`src/design/lfrp_ram.sv`:
```
module lfrp_ram #(
   parameter int WIDTH = 16,
   parameter int DEPTH = 64,
   localparam int ADDR_W = (DEPTH > 1) ? $clog2(DEPTH) : 1
) (
   input  logic              clock,
   input  logic              wr_en,
   input  logic [ADDR_W-1:0] wr_addr,
   input  logic [WIDTH-1:0]  wr_data,
   input  logic              rd_en,
   input  logic [ADDR_W-1:0] rd_addr,
   output logic [WIDTH-1:0]  rd_data
);

   logic [WIDTH-1:0] mem [DEPTH];

   always_ff @(posedge clock) begin
      if (wr_en) begin
         mem[wr_addr] <= wr_data;
      end
      if (rd_en) begin
         rd_data <= mem[rd_addr];
      end
   end

endmodule

```
`config.mk`:
```
export PLATFORM = sky130hd
export DESIGN_NAME = lfrp_ram
export DESIGN_NICKNAME = d
export VERILOG_FILES = /design/src/design/lfrp_ram.sv
export SDC_FILE = /design/constraint.sdc
export NUM_CORES = 1
export LEC_CHECK = 0
export ABC_AREA = 1
export CAP_MARGIN = 25
export CELL_PAD_IN_SITES_DETAIL_PLACEMENT = 0
export CELL_PAD_IN_SITES_GLOBAL_PLACEMENT = 1
export CORE_MARGIN = 2
export CORE_UTILIZATION = 47
export CTS_CLUSTER_SIZE = 12
export DETAILED_ROUTE_END_ITERATION = 7
export DONT_BUFFER_PORTS = 1
export HOLD_SLACK_MARGIN = 0.12
export PLACE_DENSITY = 0.82
export SYNTH_ARGS = -nofsm -noshare
export SYNTH_HDL_FRONTEND = slang
export SYNTH_SLANG_ARGS = --single-unit
```
`constraint.sdc`:
```
create_clock -name clock -period 2.96 [get_ports clock]
set_input_delay 0.592 -clock clock [delete_from_list [all_inputs] [get_ports clock]]
set_output_delay 0.592 -clock clock [all_outputs]
set_load 0.01 [all_outputs]
```
==> results.yml <==
status:
  status: "finished, violations left"
  violations: "setup timing"
floorplanning:
  start_util: 0.476
  die_y_microns: 304
  die_w_microns: 304
  coreArea_sq_um: 88800
  ioPinCount: 47
  die_area_sq_um: 92300
  std_cell_rows: 109
placed_design:
  gp_congestion: 0.853
  dp_cells: 4572
  io_buffers: 0
  hpwl_microns: 58000
synthesis:
  ys_seq_area_frac: 0.739
  syn_avg_cell_area_sq_um: 12.0
  synth.yosys.warnings: 0
  ys_ff_latch: 1040
  yosysUniqueCellTypes: 15
  synth_area_sq_um: 42300
  syn_inst: 3517
  syn_nets: 3548
cells_and_area:
  layout_common_cells: "1,296 x nand2_1, 1,040 x edfxtp_1, 871 x nand3_1, 110 x clkbuf_16, 98 x buf_4"
  area.growth.synth_to_final_pct: 11.1
  utilization: 0.529
  drive_gt1_frac: 0.0748
  antennaDiodeCount: 0
  layout.nets: 3563
  final_common_cell: "nand2_1"
  stdcell_count: 4762
pwr:
  p_per_area_nw_per_um2: 642
  p_int_mw: 23.7
  clkPwrFrac: 0.401
  p_leak_nw: 16.8
  p_comb_frac: 0.055
  ir_drop_uv: 419
  p_sw_frac: 0.215
  p_sw_mw: 6.49
  seqPwrFrac: 0.544
  power_mw: 30.1
cts:
  htreeDepth: 3
  clock-sinks: 1040
  cts_made_buffers: 105
  clkLatencyLatePin_ps: 670
  cts_max_path_buffers: 3
  cts_tree: "built"
  clk_pin_slew_ps: 60
  post_cts_buffers: 0
  ctsResizeCount: 0
  root_buffer: "clkbuf_16"
routing:
  firstDrtPassIters: 6
  post_drt_wl_per_cell_microns: 23.6
  ant_nets: 0
  drc: 0
  drtIter0Drc: 3319
  wl_microns: 113000
  vias: 27300
  routed_via_density: 5.73
sta:
  rsz0062_at_grt: "no"
  final.setup.worst_slack_ps: -61.1
  finalHoldViolCount: 0
  min_period_ps: 3020
  maxSlewHeadroom: 0.0252
  finalCritPeriodShare: 1.02
  slew_violations: 0
  max_freq_mhz: 331
  finalSetupViolations: 1
  worst_pin_slew_ps: 1460
  skew_ps: 22.8
worst_setup_path:
  critPathMaxFanout: 513
  path_buf_inv: 2
  crit_chain: "inv_16 > buf_4 > nand2_1 > nand3_1 > nand3_1 > nand2_1 > nand2_1 > nand3_1 > nand3_1 > nand2_1"
  crit_path_end_kind: "flop"
  critical_path.max_stage_delay_ps: 670
  critical_path_class: "in2reg"
  crit_slowest_cell: "inv_16"
  cp_top_family: "simple AND/OR/NAND/NOR gates"
  critical_path_arrival_ps: 3540
  worstPathRequired_ps: 3480
  cp-start-kind: "input pin"
global_routing:
  grt.total_usage: 0.243
  grt_first_pass_wirelength_microns: 168000
  grt-busiest-layer: "met2"
  grt_use_met1: 0.342
  antenna_found_initial: 2
  gr-total-overflow: 0
  gr-usage-met3: 0.0561
  grt_pass1_vias: 26000
  grt_max_degree: 514
  gr-usage-met2: 0.371
hold_path:
  hp-class: "in2reg"
job:
  cap_violations: 0
power by group through the flow:
stage	Sequential, mW	Combinational, mW	Clock [mW]
floorplan	16.7	1.09	0
global placement	16.7	1.27	0
detailed placement	16.7	1.28	0
CTS	16.4	1.62	12.2
global route	16.4	1.79	12.8
finish	16.4	1.65	12.1
metal layers:
metal	vias up	share of wire	routed length, microns
met4	2	0.034	3800
met5	-	0.00012	14
met3	208	0.10	11600
met2	1303	0.45	51000
li1	12400	-	-
met1	13400	0.41	46100
path summary, 6_finish.rpt:
path | end | cells past startpoint | start | slack, ps
hold / removal | rd_data[15] | 2 | rd_addr[5] | 150
setup / recovery | rd_data[0] | 10 | rd_addr[0] | -60
setup reg to reg | rd_data[0] | 8 | mem[15][0] | 1110
hold reg to reg | rd_data[13] | 8 | mem[34][13] | 880
per-stage QoR:
| stage | worst slack [ps] | area (sq um) | TNS (ps) | hold WS, ps |
|---|---|---|---|---|
| after floorplan | -186 | 42300 | -23820 | 691 |
| after global placement | 287 | 43400 | 0 | 700 |
| after detailed placement | 309 | 43400 | 0 | 700 |
| after CTS | 1000 | 46900 | 0 | 127 |
| after global routing | 523 | 47000 | 0 | 149 |
| final | -61.1 | 47000 | -61.1 | 153 |
flip-flops by register name, indices dropped and copies added, names as in the netlist:
register,flops
mem,1024
rd_data,16
what timing repair did:
action	4_1_cts	5_1_grt
hold endpoints to repair	1040	0
hold buffers	17	0
setup endpoints to repair	0	0
final cells by class:
type | instances | area (sq um)
multi-input combinational | 2240 | 9600
tap | 1165 | 1460
inverter | 12 | 71.3
clock buffer | 139 | 2840
fill | 7452 | 41800
clock inverter | 33 | 204
sequential | 1040 | 31200
timing repair buffer | 133 | 1550
kinds of logic after synthesis:
kind of cell           count (synthesis)  share of synthesized area
AND/OR/NAND/NOR                     2240                      0.226
flip-flops                          1040                      0.739
buffers and inverters                237                     0.0352
synth_stat cells, drive strengths merged:
cell type  count  area [sq um]
buf          199          1340
clkbuf        26          97.6
edfxtp      1040         31200
inv           12          52.6
nand2       1296          4860
nand3        871          4360
nand4          9          56.3
nor2          56           210
nor4           8          50.1
Note: power is estimated with default switching activity, not from simulation.
